==> config.mk <==
export PLATFORM = sky130hd
export DESIGN_NAME = text_console_line_writer
export DESIGN_NICKNAME = d
export VERILOG_FILES = /design/src/sv/tclw_pkg.sv /design/src/sv/tclw_sequencer.sv /design/src/sv/tclw_datapath.sv /design/src/sv/text_console_line_writer.sv
export SDC_FILE = /design/constraint.sdc
export NUM_CORES = 1
export LEC_CHECK = 0
export BUFFER_PORTS_ARGS = -buffer_cell sky130_fd_sc_hd__buf_2
export CAP_MARGIN = 10
export CELL_PAD_IN_SITES_DETAIL_PLACEMENT = 0
export CELL_PAD_IN_SITES_GLOBAL_PLACEMENT = 2
export CORE_MARGIN = 4
export CORE_UTILIZATION = 42
export CTS_CLUSTER_DIAMETER = 50
export DETAILED_ROUTE_END_ITERATION = 8
export PLACE_DENSITY_LB_ADDON = 0.1
export SYNTH_ARGS = -nofsm -noshare
export SYNTH_HDL_FRONTEND = slang
export SYNTH_SLANG_ARGS = --single-unit
==> constraint.sdc <==
create_clock -name i_clk -period 8.1 [get_ports i_clk]
set_clock_uncertainty 0.2 [all_clocks]
set_input_delay 0.81 -clock i_clk [delete_from_list [all_inputs] [get_ports i_clk]]
set_output_delay 0.81 -clock i_clk [all_outputs]
set_load 0.02 [all_outputs]
==> src/sv/tclw_pkg.sv <==
// Shared types, codes and microprogram for the text console line writer.
package tclw_pkg;

    localparam int COL_W      = 8;
    localparam int LINE_OUT_W = 5;
    localparam int HGT_W      = 9;
    localparam int DROP_W     = 16;
    localparam int PC_W       = 4;
    localparam int OP_W       = 4;
    localparam int COND_W     = 3;
    localparam int CFG_IDX_W  = 1;
    localparam int CFG_DATA_W = 8;
    localparam int CNT_CFG_W  = 6;

    localparam logic [CFG_IDX_W-1:0] REG_LINE_WIDTH = 1'd0;
    localparam logic [CFG_IDX_W-1:0] REG_LINE_COUNT = 1'd1;

    localparam logic [7:0] CH_NUL   = 8'h00;
    localparam logic [7:0] CH_TAB   = 8'h09;
    localparam logic [7:0] CH_NL    = 8'h0A;
    localparam logic [7:0] CH_SPACE = 8'h20;
    localparam logic [7:0] LEAD_MIN = 8'h81;

    localparam logic [OP_W-1:0] OP_NOP     = 4'd0;
    localparam logic [OP_W-1:0] OP_CLAMP   = 4'd1;
    localparam logic [OP_W-1:0] OP_PRE     = 4'd2;
    localparam logic [OP_W-1:0] OP_CHWRAP  = 4'd3;
    localparam logic [OP_W-1:0] OP_CHEMIT  = 4'd4;
    localparam logic [OP_W-1:0] OP_TRAIL   = 4'd5;
    localparam logic [OP_W-1:0] OP_NEWLINE = 4'd6;
    localparam logic [OP_W-1:0] OP_TAB     = 4'd7;
    localparam logic [OP_W-1:0] OP_POST    = 4'd8;
    localparam logic [OP_W-1:0] OP_FINISH  = 4'd9;

    localparam logic [COND_W-1:0] C_NEXT    = 3'd0;
    localparam logic [COND_W-1:0] C_JUMP    = 3'd1;
    localparam logic [COND_W-1:0] C_TRAIL   = 3'd2;
    localparam logic [COND_W-1:0] C_NL      = 3'd3;
    localparam logic [COND_W-1:0] C_TAB     = 3'd4;
    localparam logic [COND_W-1:0] C_TABMORE = 3'd5;

    localparam logic [PC_W-1:0] L_TRAIL = 4'd7;
    localparam logic [PC_W-1:0] L_NL    = 4'd8;
    localparam logic [PC_W-1:0] L_TAB   = 4'd9;
    localparam logic [PC_W-1:0] L_POST  = 4'd10;
    localparam logic [PC_W-1:0] L_END   = 4'd11;

    typedef struct packed {
        logic [OP_W-1:0]   op;
        logic [COND_W-1:0] cond;
        logic [PC_W-1:0]   target;
        logic              fin;
    } t_uword;

    typedef struct packed {
        logic trail;
        logic is_nl;
        logic is_tab;
        logic tab_more;
    } t_status;

    typedef struct packed {
        logic                  en;
        logic                  valid;
        logic [LINE_OUT_W-1:0] line;
        logic [COL_W-1:0]      col;
        logic [7:0]            data;
    } t_emit;

    function automatic t_uword mk(logic [OP_W-1:0] op, logic [COND_W-1:0] cond,
                                  logic [PC_W-1:0] target, logic fin);
        t_uword w;
        w.op     = op;
        w.cond   = cond;
        w.target = target;
        w.fin    = fin;
        return w;
    endfunction

    function automatic t_uword ucode(logic [PC_W-1:0] pc);
        t_uword w;
        case (pc)
            4'd0:    w = mk(OP_CLAMP,   C_NEXT,    4'd0,    1'b0);
            4'd1:    w = mk(OP_PRE,     C_NEXT,    4'd0,    1'b0);
            4'd2:    w = mk(OP_NOP,     C_TRAIL,   L_TRAIL, 1'b0);
            4'd3:    w = mk(OP_NOP,     C_NL,      L_NL,    1'b0);
            4'd4:    w = mk(OP_NOP,     C_TAB,     L_TAB,   1'b0);
            4'd5:    w = mk(OP_CHWRAP,  C_NEXT,    4'd0,    1'b0);
            4'd6:    w = mk(OP_CHEMIT,  C_JUMP,    L_POST,  1'b0);
            L_TRAIL: w = mk(OP_TRAIL,   C_JUMP,    L_POST,  1'b0);
            L_NL:    w = mk(OP_NEWLINE, C_JUMP,    L_END,   1'b0);
            L_TAB:   w = mk(OP_TAB,     C_TABMORE, L_TAB,   1'b0);
            L_POST:  w = mk(OP_POST,    C_NEXT,    4'd0,    1'b0);
            L_END:   w = mk(OP_FINISH,  C_NEXT,    4'd0,    1'b1);
            default: w = mk(OP_NOP,     C_JUMP,    L_END,   1'b0);
        endcase
        return w;
    endfunction

endpackage

==> src/sv/tclw_sequencer.sv <==
// Microprogram counter, control store lookup and conditional jumps.
module tclw_sequencer
    import tclw_pkg::*;
(
    input  logic              i_clk,
    input  logic              i_rst_n,
    input  logic              i_start,
    input  t_status           i_status,
    output logic [OP_W-1:0]   o_op,
    output logic              o_busy,
    output logic              o_done
);

    logic [PC_W-1:0] r_pc;
    logic [PC_W-1:0] n_pc;
    logic            r_run;
    t_uword          w;
    logic            take;

    assign w = ucode(r_pc);

    always_comb begin
        case (w.cond)
            C_NEXT:    take = 1'b0;
            C_JUMP:    take = 1'b1;
            C_TRAIL:   take = i_status.trail;
            C_NL:      take = i_status.is_nl;
            C_TAB:     take = i_status.is_tab;
            C_TABMORE: take = i_status.tab_more;
            default:   take = 1'b0;
        endcase
        n_pc = take ? w.target : r_pc + PC_W'(1);
    end

    always_ff @(posedge i_clk) begin
        if (!i_rst_n) begin
            r_run <= 1'b0;
            r_pc  <= '0;
        end else if (i_start) begin
            r_run <= 1'b1;
            r_pc  <= '0;
        end else if (r_run) begin
            if (w.fin) begin
                r_run <= 1'b0;
            end else begin
                r_pc <= n_pc;
            end
        end
    end

    assign o_op   = r_run ? w.op : OP_NOP;
    assign o_busy = r_run;
    assign o_done = r_run & w.fin;

endmodule

==> src/sv/tclw_datapath.sv <==
// Cursor, ring and drop-count registers driven by the microcode operation.
module tclw_datapath
    import tclw_pkg::*;
#(
    parameter int MAX_COLUMNS = 128,
    parameter int MAX_LINES   = 32,
    parameter int TAB_STOP    = 4
) (
    input  logic                  i_clk,
    input  logic                  i_rst_n,
    input  logic                  i_start,
    input  logic [7:0]            i_byte,
    input  logic                  i_eos,
    input  logic [OP_W-1:0]       i_op,
    input  logic [COL_W-1:0]      i_line_width,
    input  logic [CNT_CFG_W-1:0]  i_line_count,
    input  logic                  i_buf_empty,
    output t_status               o_status,
    output t_emit                 o_emit,
    output logic [LINE_OUT_W-1:0] o_ring_top,
    output logic [DROP_W-1:0]     o_dropped
);

    localparam int LW  = (MAX_LINES > 2) ? $clog2(MAX_LINES) : 1;
    localparam int PHW = $clog2(TAB_STOP);

    logic [7:0]        r_byte;
    logic              r_eos;
    logic [LW-1:0]     r_line,    n_line;
    logic [COL_W-1:0]  r_col,     n_col;
    logic [PHW-1:0]    r_phase,   n_phase;
    logic [LW-1:0]     r_oldest,  n_oldest;
    logic [DROP_W-1:0] r_dropped, n_dropped;
    logic              r_swallow, n_swallow;
    logic              r_trail,   n_trail;

    logic [COL_W-1:0]  eff_w;
    logic [HGT_W-1:0]  eff_h;
    logic [HGT_W-1:0]  adv_line;
    logic [HGT_W-1:0]  adv_oldest;
    logic              adv_hit;
    logic              do_adv;
    logic              col_inc;
    logic              wide;
    logic [COL_W:0]    col_w_sum;
    logic [HGT_W-1:0]  line_ext;

    always_comb begin
        if (i_line_width < COL_W'(2)) begin
            eff_w = COL_W'(2);
        end else if (i_line_width > COL_W'(MAX_COLUMNS)) begin
            eff_w = COL_W'(MAX_COLUMNS);
        end else begin
            eff_w = i_line_width;
        end
        if (i_line_count < CNT_CFG_W'(2)) begin
            eff_h = HGT_W'(2);
        end else if (HGT_W'(i_line_count) > HGT_W'(MAX_LINES)) begin
            eff_h = HGT_W'(MAX_LINES);
        end else begin
            eff_h = HGT_W'(i_line_count);
        end
    end

    always_comb begin
        adv_line = HGT_W'(r_line) + HGT_W'(1);
        if (adv_line >= eff_h) begin
            adv_line = '0;
        end
        adv_hit    = (adv_line == HGT_W'(r_oldest));
        adv_oldest = HGT_W'(r_oldest) + HGT_W'(1);
        if (adv_oldest >= eff_h) begin
            adv_oldest = '0;
        end
    end

    assign wide      = (r_byte >= LEAD_MIN);
    assign col_w_sum = {1'b0, r_col} + (wide ? (COL_W + 1)'(2) : (COL_W + 1)'(1));
    assign line_ext  = HGT_W'(r_line);

    always_comb begin
        n_line    = r_line;
        n_col     = r_col;
        n_phase   = r_phase;
        n_oldest  = r_oldest;
        n_dropped = r_dropped;
        n_swallow = r_swallow;
        n_trail   = r_trail;
        do_adv    = 1'b0;
        col_inc   = 1'b0;
        o_emit.en    = 1'b0;
        o_emit.valid = 1'b1;
        o_emit.line  = line_ext[LINE_OUT_W-1:0];
        o_emit.col   = r_col;
        o_emit.data  = r_byte;
        case (i_op)
            OP_CLAMP: begin
                if (HGT_W'(r_oldest) >= eff_h) begin
                    n_oldest = '0;
                end
                if (HGT_W'(r_line) >= eff_h) begin
                    n_line = '0;
                end
            end
            OP_PRE: begin
                do_adv = (r_col >= eff_w);
            end
            OP_CHWRAP: begin
                n_swallow = 1'b0;
                do_adv    = (r_col != '0) && (col_w_sum >= {1'b0, eff_w});
            end
            OP_CHEMIT: begin
                o_emit.en = 1'b1;
                col_inc   = 1'b1;
                n_trail   = wide & ~r_eos;
            end
            OP_TRAIL: begin
                n_trail   = 1'b0;
                n_swallow = 1'b0;
                o_emit.en = 1'b1;
                col_inc   = 1'b1;
            end
            OP_NEWLINE: begin
                if (r_swallow) begin
                    n_swallow = 1'b0;
                end else begin
                    do_adv = 1'b1;
                end
            end
            OP_TAB: begin
                n_swallow   = 1'b0;
                o_emit.en   = 1'b1;
                o_emit.data = CH_SPACE;
                col_inc     = 1'b1;
            end
            OP_POST: begin
                if (!r_trail) begin
                    if (r_col >= eff_w) begin
                        do_adv    = 1'b1;
                        n_swallow = ~r_eos;
                    end else if (r_eos) begin
                        o_emit.en   = 1'b1;
                        o_emit.data = CH_NUL;
                    end
                end
            end
            OP_FINISH: begin
                if (r_eos) begin
                    n_swallow = 1'b0;
                end
                if (i_buf_empty) begin
                    o_emit.en    = 1'b1;
                    o_emit.valid = 1'b0;
                    o_emit.line  = '0;
                    o_emit.col   = '0;
                    o_emit.data  = CH_NUL;
                end
            end
            default: begin
            end
        endcase
        if (do_adv) begin
            o_emit.en   = 1'b1;
            o_emit.data = CH_NUL;
            n_col       = '0;
            n_phase     = '0;
            n_line      = adv_line[LW-1:0];
            if (adv_hit) begin
                n_oldest = adv_oldest[LW-1:0];
                if (r_dropped != {DROP_W{1'b1}}) begin
                    n_dropped = r_dropped + DROP_W'(1);
                end
            end
        end else if (col_inc) begin
            n_col   = r_col + COL_W'(1);
            n_phase = (r_phase == PHW'(TAB_STOP - 1)) ? '0 : r_phase + PHW'(1);
        end
    end

    always_ff @(posedge i_clk) begin
        if (!i_rst_n) begin
            r_line    <= '0;
            r_col     <= '0;
            r_phase   <= '0;
            r_oldest  <= '0;
            r_dropped <= '0;
            r_swallow <= 1'b0;
            r_trail   <= 1'b0;
        end else begin
            r_line    <= n_line;
            r_col     <= n_col;
            r_phase   <= n_phase;
            r_oldest  <= n_oldest;
            r_dropped <= n_dropped;
            r_swallow <= n_swallow;
            r_trail   <= n_trail;
        end
    end

    always_ff @(posedge i_clk) begin
        if (i_start) begin
            r_byte <= i_byte;
            r_eos  <= i_eos;
        end
    end

    logic [HGT_W-1:0] oldest_ext;
    assign oldest_ext = HGT_W'(r_oldest);

    assign o_status.trail    = r_trail;
    assign o_status.is_nl    = (r_byte == CH_NL);
    assign o_status.is_tab   = (r_byte == CH_TAB);
    assign o_status.tab_more = ({1'b0, r_col} + (COL_W + 1)'(1) < {1'b0, eff_w})
                             && (r_phase != PHW'(TAB_STOP - 1));
    assign o_ring_top = oldest_ext[LINE_OUT_W-1:0];
    assign o_dropped  = r_dropped;

endmodule

==> src/sv/text_console_line_writer.sv <==
// Top level: stream ports, configuration registers, result buffer and output register.
//
// Input stream: one text byte per transfer on tdata[7:0]; tlast marks the
// last byte of a string. Output stream: one buffer write per transfer;
// tlast marks the final result caused by one input byte, tuser is the
// write-valid flag. Configuration: i_cfg_we writes line width (index 0) or
// line count (index 1); write only while the block is idle.
// Each byte runs a short microprogram, one step per cycle: 6 steps for a
// newline or trail byte, 9 for a printable byte, 7 plus one per space for a
// tab. Steps append writes to a small result buffer; when the program ends,
// the buffer drains at one result per cycle into the output register, so
// ring_top and lines_dropped carry the values after the whole byte.
// The next byte is taken once draining is done, even while the last result
// still waits in the output register.
// A stalled receiver holds the output register and pauses draining.
// Reset clears the cursor, ring, drop count and flags and sets the line width
// to 64 and the line count to 32.
module text_console_line_writer
    import tclw_pkg::*;
#(
    parameter int MAX_COLUMNS = 128,
    parameter int MAX_LINES   = 32,
    parameter int TAB_STOP    = 4
) (
    input  logic                  i_clk,
    input  logic                  i_rst_n,
    input  logic                  i_s_axis_tvalid,
    output logic                  o_s_axis_tready,
    input  logic [7:0]            i_s_axis_tdata,  // text_byte
    input  logic                  i_s_axis_tlast,  // end_of_string
    output logic                  o_m_axis_tvalid,
    input  logic                  i_m_axis_tready,
    // write_line[4:0], write_column[12:5], write_data[20:13], ring_top[25:21],
    // lines_dropped[41:26], zero fill[47:42]
    output logic [47:0]           o_m_axis_tdata,
    output logic                  o_m_axis_tuser,  // write_valid
    output logic                  o_m_axis_tlast,  // last_result
    input  logic                  i_cfg_we,
    input  logic [CFG_IDX_W-1:0]  i_cfg_addr,
    input  logic [CFG_DATA_W-1:0] i_cfg_wdata
);

    localparam int BUF_DEPTH = TAB_STOP + 2;
    localparam int IDX_W     = $clog2(BUF_DEPTH);
    localparam int BCNT_W    = $clog2(BUF_DEPTH + 1);

    logic [COL_W-1:0]     r_line_width;
    logic [CNT_CFG_W-1:0] r_line_count;

    logic                  accept;
    logic                  seq_busy;
    logic                  seq_done;
    logic [OP_W-1:0]       op;
    t_status               status;
    t_emit                 emit;
    logic [LINE_OUT_W-1:0] ring_top;
    logic [DROP_W-1:0]     dropped;

    t_emit             r_buf [BUF_DEPTH];
    logic [BCNT_W-1:0] r_wr_cnt;
    logic [IDX_W-1:0]  r_rd_idx;
    logic              r_drain;
    logic              load_out;
    logic              rd_last;
    t_emit             rd_entry;

    logic                  r_ovalid;
    logic [LINE_OUT_W-1:0] r_out_line;
    logic [COL_W-1:0]      r_out_col;
    logic [7:0]            r_out_data;
    logic                  r_out_wvalid;
    logic [LINE_OUT_W-1:0] r_out_top;
    logic [DROP_W-1:0]     r_out_dropped;
    logic                  r_out_last;

    assign o_s_axis_tready = ~seq_busy & ~r_drain;
    assign accept          = i_s_axis_tvalid & o_s_axis_tready;

    always_ff @(posedge i_clk) begin
        if (!i_rst_n) begin
            r_line_width <= COL_W'(64);
            r_line_count <= CNT_CFG_W'(32);
        end else if (i_cfg_we) begin
            case (i_cfg_addr)
                REG_LINE_WIDTH: r_line_width <= i_cfg_wdata;
                REG_LINE_COUNT: r_line_count <= i_cfg_wdata[CNT_CFG_W-1:0];
                default: begin
                end
            endcase
        end
    end

    tclw_sequencer u_seq (
        .i_clk    (i_clk),
        .i_rst_n  (i_rst_n),
        .i_start  (accept),
        .i_status (status),
        .o_op     (op),
        .o_busy   (seq_busy),
        .o_done   (seq_done)
    );

    tclw_datapath #(
        .MAX_COLUMNS (MAX_COLUMNS),
        .MAX_LINES   (MAX_LINES),
        .TAB_STOP    (TAB_STOP)
    ) u_dp (
        .i_clk        (i_clk),
        .i_rst_n      (i_rst_n),
        .i_start      (accept),
        .i_byte       (i_s_axis_tdata),
        .i_eos        (i_s_axis_tlast),
        .i_op         (op),
        .i_line_width (r_line_width),
        .i_line_count (r_line_count),
        .i_buf_empty  (r_wr_cnt == '0),
        .o_status     (status),
        .o_emit       (emit),
        .o_ring_top   (ring_top),
        .o_dropped    (dropped)
    );

    assign rd_entry = r_buf[r_rd_idx];
    assign rd_last  = (BCNT_W'(r_rd_idx) + BCNT_W'(1) == r_wr_cnt);
    assign load_out = r_drain & (~r_ovalid | i_m_axis_tready);

    always_ff @(posedge i_clk) begin
        if (emit.en) begin
            r_buf[r_wr_cnt[IDX_W-1:0]] <= emit;
        end
    end

    always_ff @(posedge i_clk) begin
        if (!i_rst_n) begin
            r_wr_cnt <= '0;
            r_rd_idx <= '0;
            r_drain  <= 1'b0;
            r_ovalid <= 1'b0;
        end else begin
            if (accept) begin
                r_wr_cnt <= '0;
            end else if (emit.en) begin
                r_wr_cnt <= r_wr_cnt + BCNT_W'(1);
            end
            if (seq_done) begin
                r_drain  <= 1'b1;
                r_rd_idx <= '0;
            end else if (load_out) begin
                r_rd_idx <= r_rd_idx + IDX_W'(1);
                if (rd_last) begin
                    r_drain <= 1'b0;
                end
            end
            if (load_out) begin
                r_ovalid <= 1'b1;
            end else if (i_m_axis_tready) begin
                r_ovalid <= 1'b0;
            end
        end
    end

    always_ff @(posedge i_clk) begin
        if (load_out) begin
            r_out_line    <= rd_entry.line;
            r_out_col     <= rd_entry.col;
            r_out_data    <= rd_entry.data;
            r_out_wvalid  <= rd_entry.valid;
            r_out_top     <= ring_top;
            r_out_dropped <= dropped;
            r_out_last    <= rd_last;
        end
    end

    assign o_m_axis_tvalid = r_ovalid;
    assign o_m_axis_tdata  = {6'd0, r_out_dropped, r_out_top, r_out_data, r_out_col, r_out_line};
    assign o_m_axis_tuser  = r_out_wvalid;
    assign o_m_axis_tlast  = r_out_last;

`ifndef SYNTHESIS
    a_buf_bound: assert property (@(posedge i_clk) disable iff (!i_rst_n)
        r_wr_cnt <= BCNT_W'(BUF_DEPTH))
        else $error("result buffer overfilled");

    a_done_nonempty: assert property (@(posedge i_clk) disable iff (!i_rst_n)
        seq_done |=> (r_wr_cnt != '0))
        else $error("byte finished without any result");

    a_drain_in_range: assert property (@(posedge i_clk) disable iff (!i_rst_n)
        r_drain |-> (BCNT_W'(r_rd_idx) < r_wr_cnt))
        else $error("drain reads past the written results");

    a_no_overlap: assert property (@(posedge i_clk) disable iff (!i_rst_n)
        seq_busy |-> !r_drain)
        else $error("program running while results drain");
`endif

endmodule

==> metrics.yaml <==
floorplanning:
  start_util: 0.430
  die_h_um: 178
  die_width_um: 178
  rows: 61
  die-area_um2: 31500
  core_um2: 28100
  io_pins: 75
finish:
  stdcell_area_um2: 13900
  n_antenna_cell: 0
  syn2layout_area_growth_pct: 15.2
  nets: 1123
  final-instance-count-excl-fill: 1445
  drive_gt1_frac: 0.177
  final_common_cell: "edfxtp_1"
  fin_util: 0.495
  layout_common_cells: "edfxtp_1, nor2_1, nand2_1, dfxtp_1, buf_2"
worst_setup_path:
  worstPathArrival_ns: 5.83
  startpoint_type: "flop"
  end_kind: "flop"
  crit_slowest_cell: "nand3_1"
  crit-reg2reg-launch: "u_dp.r_byte[2]"
  worst_ep_required_time_ns: 8.34
  path_class: "flop to flop"
  slowest_delay_ns: 0.89
  rrSetupSlack_ns: 2.51
  crit_start: "u_dp.r_byte[2]"
  cp_common_cell: "inv_1"
  path_max_fanout: 31
  worstPathCellList: "or4_4 -> o41a_2 -> inv_1 -> ha_1 -> inv_1 -> fa_1 -> inv_1 -> and3_1 -> xor2_1 -> ha_1 -> o21ai_0 -> a21oi_1 -> o311ai_0 -> nand2_1 -> nand3_1 -> or4_1 -> a21oi_1"
power:
  powerDensity_nw_per_um2: 212
  power.leakage_nw: 4.99
  clkPwrFrac: 0.483
  ir_worst_vdd_uv: 122
  p_seq_frac: 0.488
  power_frac_comb: 0.029
  p_int_mw: 2.30
  finalPower_mw: 2.95
  switching_power_uw: 651
  swShare: 0.221
drt:
  ant_nets: 0
  num_vias: 7598
  viasPerCell: 5.26
  drt_wl_total_mm: 26.2
  remaining_drc_errors: 0
  routedWlPerCell_um: 18.1
  drtIter0Drc: 455
  first_pass_iters: 4
timing:
  period_share: 0.690
  rsz0062_at_grt: "no"
  worst_slack_ns: 2.51
  worst_pin_slew_ns: 1.16
  final_max_slew_viol_count: 0
  hold_viol: 0
  timing.setup.tns_ns: 0
  setup_viol: 0
  holdWs_ns: 0.249
  maxSlewHeadroom: 0.225
  fmax_mhz: 179
  finalCriticalPeriod_ns: 5.59
worst_hold_path:
  hold_class: "flop to flop"
  min_from: "r_line_width[0]"
clock_tree:
  clkTransAtPathRegs_ns: 0.06
  cts_max_level: 2
  clkSinkCount: 262
  numCtsBuffers: 35
  cts_hold_buf: 0
  cts_tree: "yes"
  clockBufferDepth: 3
  cts_root_buffer: "clkbuf_16"
  ctsResizeCount: 0
  cts_setup_buffers: 0
  clk_latency_ns: 0.52
status:
  status: "finished, final reports clean"
global_routing:
  grt_pass1_wl_mm: 42.6
  grt_use_total: 0.170
  grt_pass1_vias: 7539
  grt_max_degree: 48
  antenna_found_initial: 1
  gr-total-overflow: 0
placed_design:
  hpwl_mm: 17.1
  place_congestion: 0.793
  io_buffers: 68
  dp.cells: 1382
  place_area_um2: 12800
  pre_cts_ws_ns: 2.51
flow_run:
  maxCapViolCount: 0
synthesis:
  synthArstFlopShare: 0
  synth_cell_type_count: 84
  synth_top_area_cell: "edfxtp_1"
  netlist_area_um2: 12100
  ys.flop_type: "edfxtp_1"
  avgSynthCellArea_um2: 12.4
  synth_seq_cells: 262
  yosysWarnings: 0
  yosysTopAreaCellShare: 0.460
  netlist_instances: 971
  ys_seq_area_frac: 0.588
  synth-edff-count: 185
  ys_top_cells_by_area: "edfxtp_1, dfxtp_1, ha_1"
[flip-flops by register name, indices dropped and copies added (netlist names), 4 cells and up]
| name | flops |
|---|---|
| r_out_line | 5 |
| r_out_top | 5 |
| r_out_col | 8 |
| u_dp.o_dropped | 16 |
| r_line_width | 8 |
| u_seq.r_pc | 4 |
| u_dp.r_line | 5 |
| r_out_dropped | 16 |
| r_line_count | 6 |
| u_seq.w | 12 |
| r_out_data | 8 |
| r_buf | 132 |
| u_dp.r_col | 8 |
| u_dp.o_ring_top | 5 |
| u_dp.r_byte | 8 |
[final cells by class]
cell class	count	area, µm²
multi-input combinational	637	4710
tap	378	473
inverter	24	90.1
timing repair buffer	81	438
clock buffer	39	891
fill	2558	14200
sequential	262	7100
clock inverter	24	201
[power by group through the flow]
stage	sequential (mW)	combinational (mW)	clock (mW)
final	1.44	0.0847	1.43
after floorplan	1.46	0.0629	0
after global placement	1.47	0.0857	0
after detailed placement	1.47	0.0854	0
after CTS	1.44	0.0858	1.47
after global routing	1.44	0.0971	1.53
[metal layers]
metal,vias to the layer above,track usage,part of all wire
met4,0,0.0451,0.018
li1,3767,-,-
met3,44,0.0281,0.038
met1,3661,0.249,0.49
met5,-,0,0
met2,126,0.264,0.45
[final timing paths]
check                             to  cells after the start
setup / recovery  u_dp.o_dropped[13]                     17
hold / removal       r_line_width[0]                      2
setup reg to reg  u_dp.o_dropped[13]                     17
hold reg to reg      r_line_width[0]                      2
[logic make-up after synthesis]
group,Yosys count,share of synthesized area
other,1,0.000311
AOI/OAI and AO/OA,166,0.0945
muxes,62,0.0754
and+or+nand+nor,314,0.131
adders and majority gates,59,0.0618
xor gates and xnor gates,30,0.0218
buffers and inverters,77,0.0274
DFF,262,0.588
[synthesized netlist by cell type (6+ instances only)]
master / n
mux4_2: 22
nor3_1: 9
edfxtp_1: 185
o21a_1: 7
inv_1: 23
buf_4: 6
a21o_1: 6
and2_1: 11
dfxtp_1: 77
buf_1: 9
or3_1: 6
o21ai_0: 28
nand4_1: 6
a21oi_1: 65
and3_1: 8
xnor2_1: 15
buf_2: 8
clkbuf_1: 28
nand3_1: 33
nor2_1: 82
nand2b_1: 17
nand2_1: 76
nor2b_1: 21
ha_1: 58
mux2i_1: 34
xor2_1: 15
nor4_1: 15
[critical path: cells and delay by family (launching register included)]
| family | cells | cell delay (ns) |
|---|---|---|
| compound gates | 5 | 0.97 |
| xor+xnor | 1 | 0.07 |
| fa+ha+maj | 3 | 0.89 |
| buf+inv | 3 | 0.27 |
| flops | 1 | 0.37 |
| simple gates | 5 | 2.75 |
(Power assumes the default switching activity.)
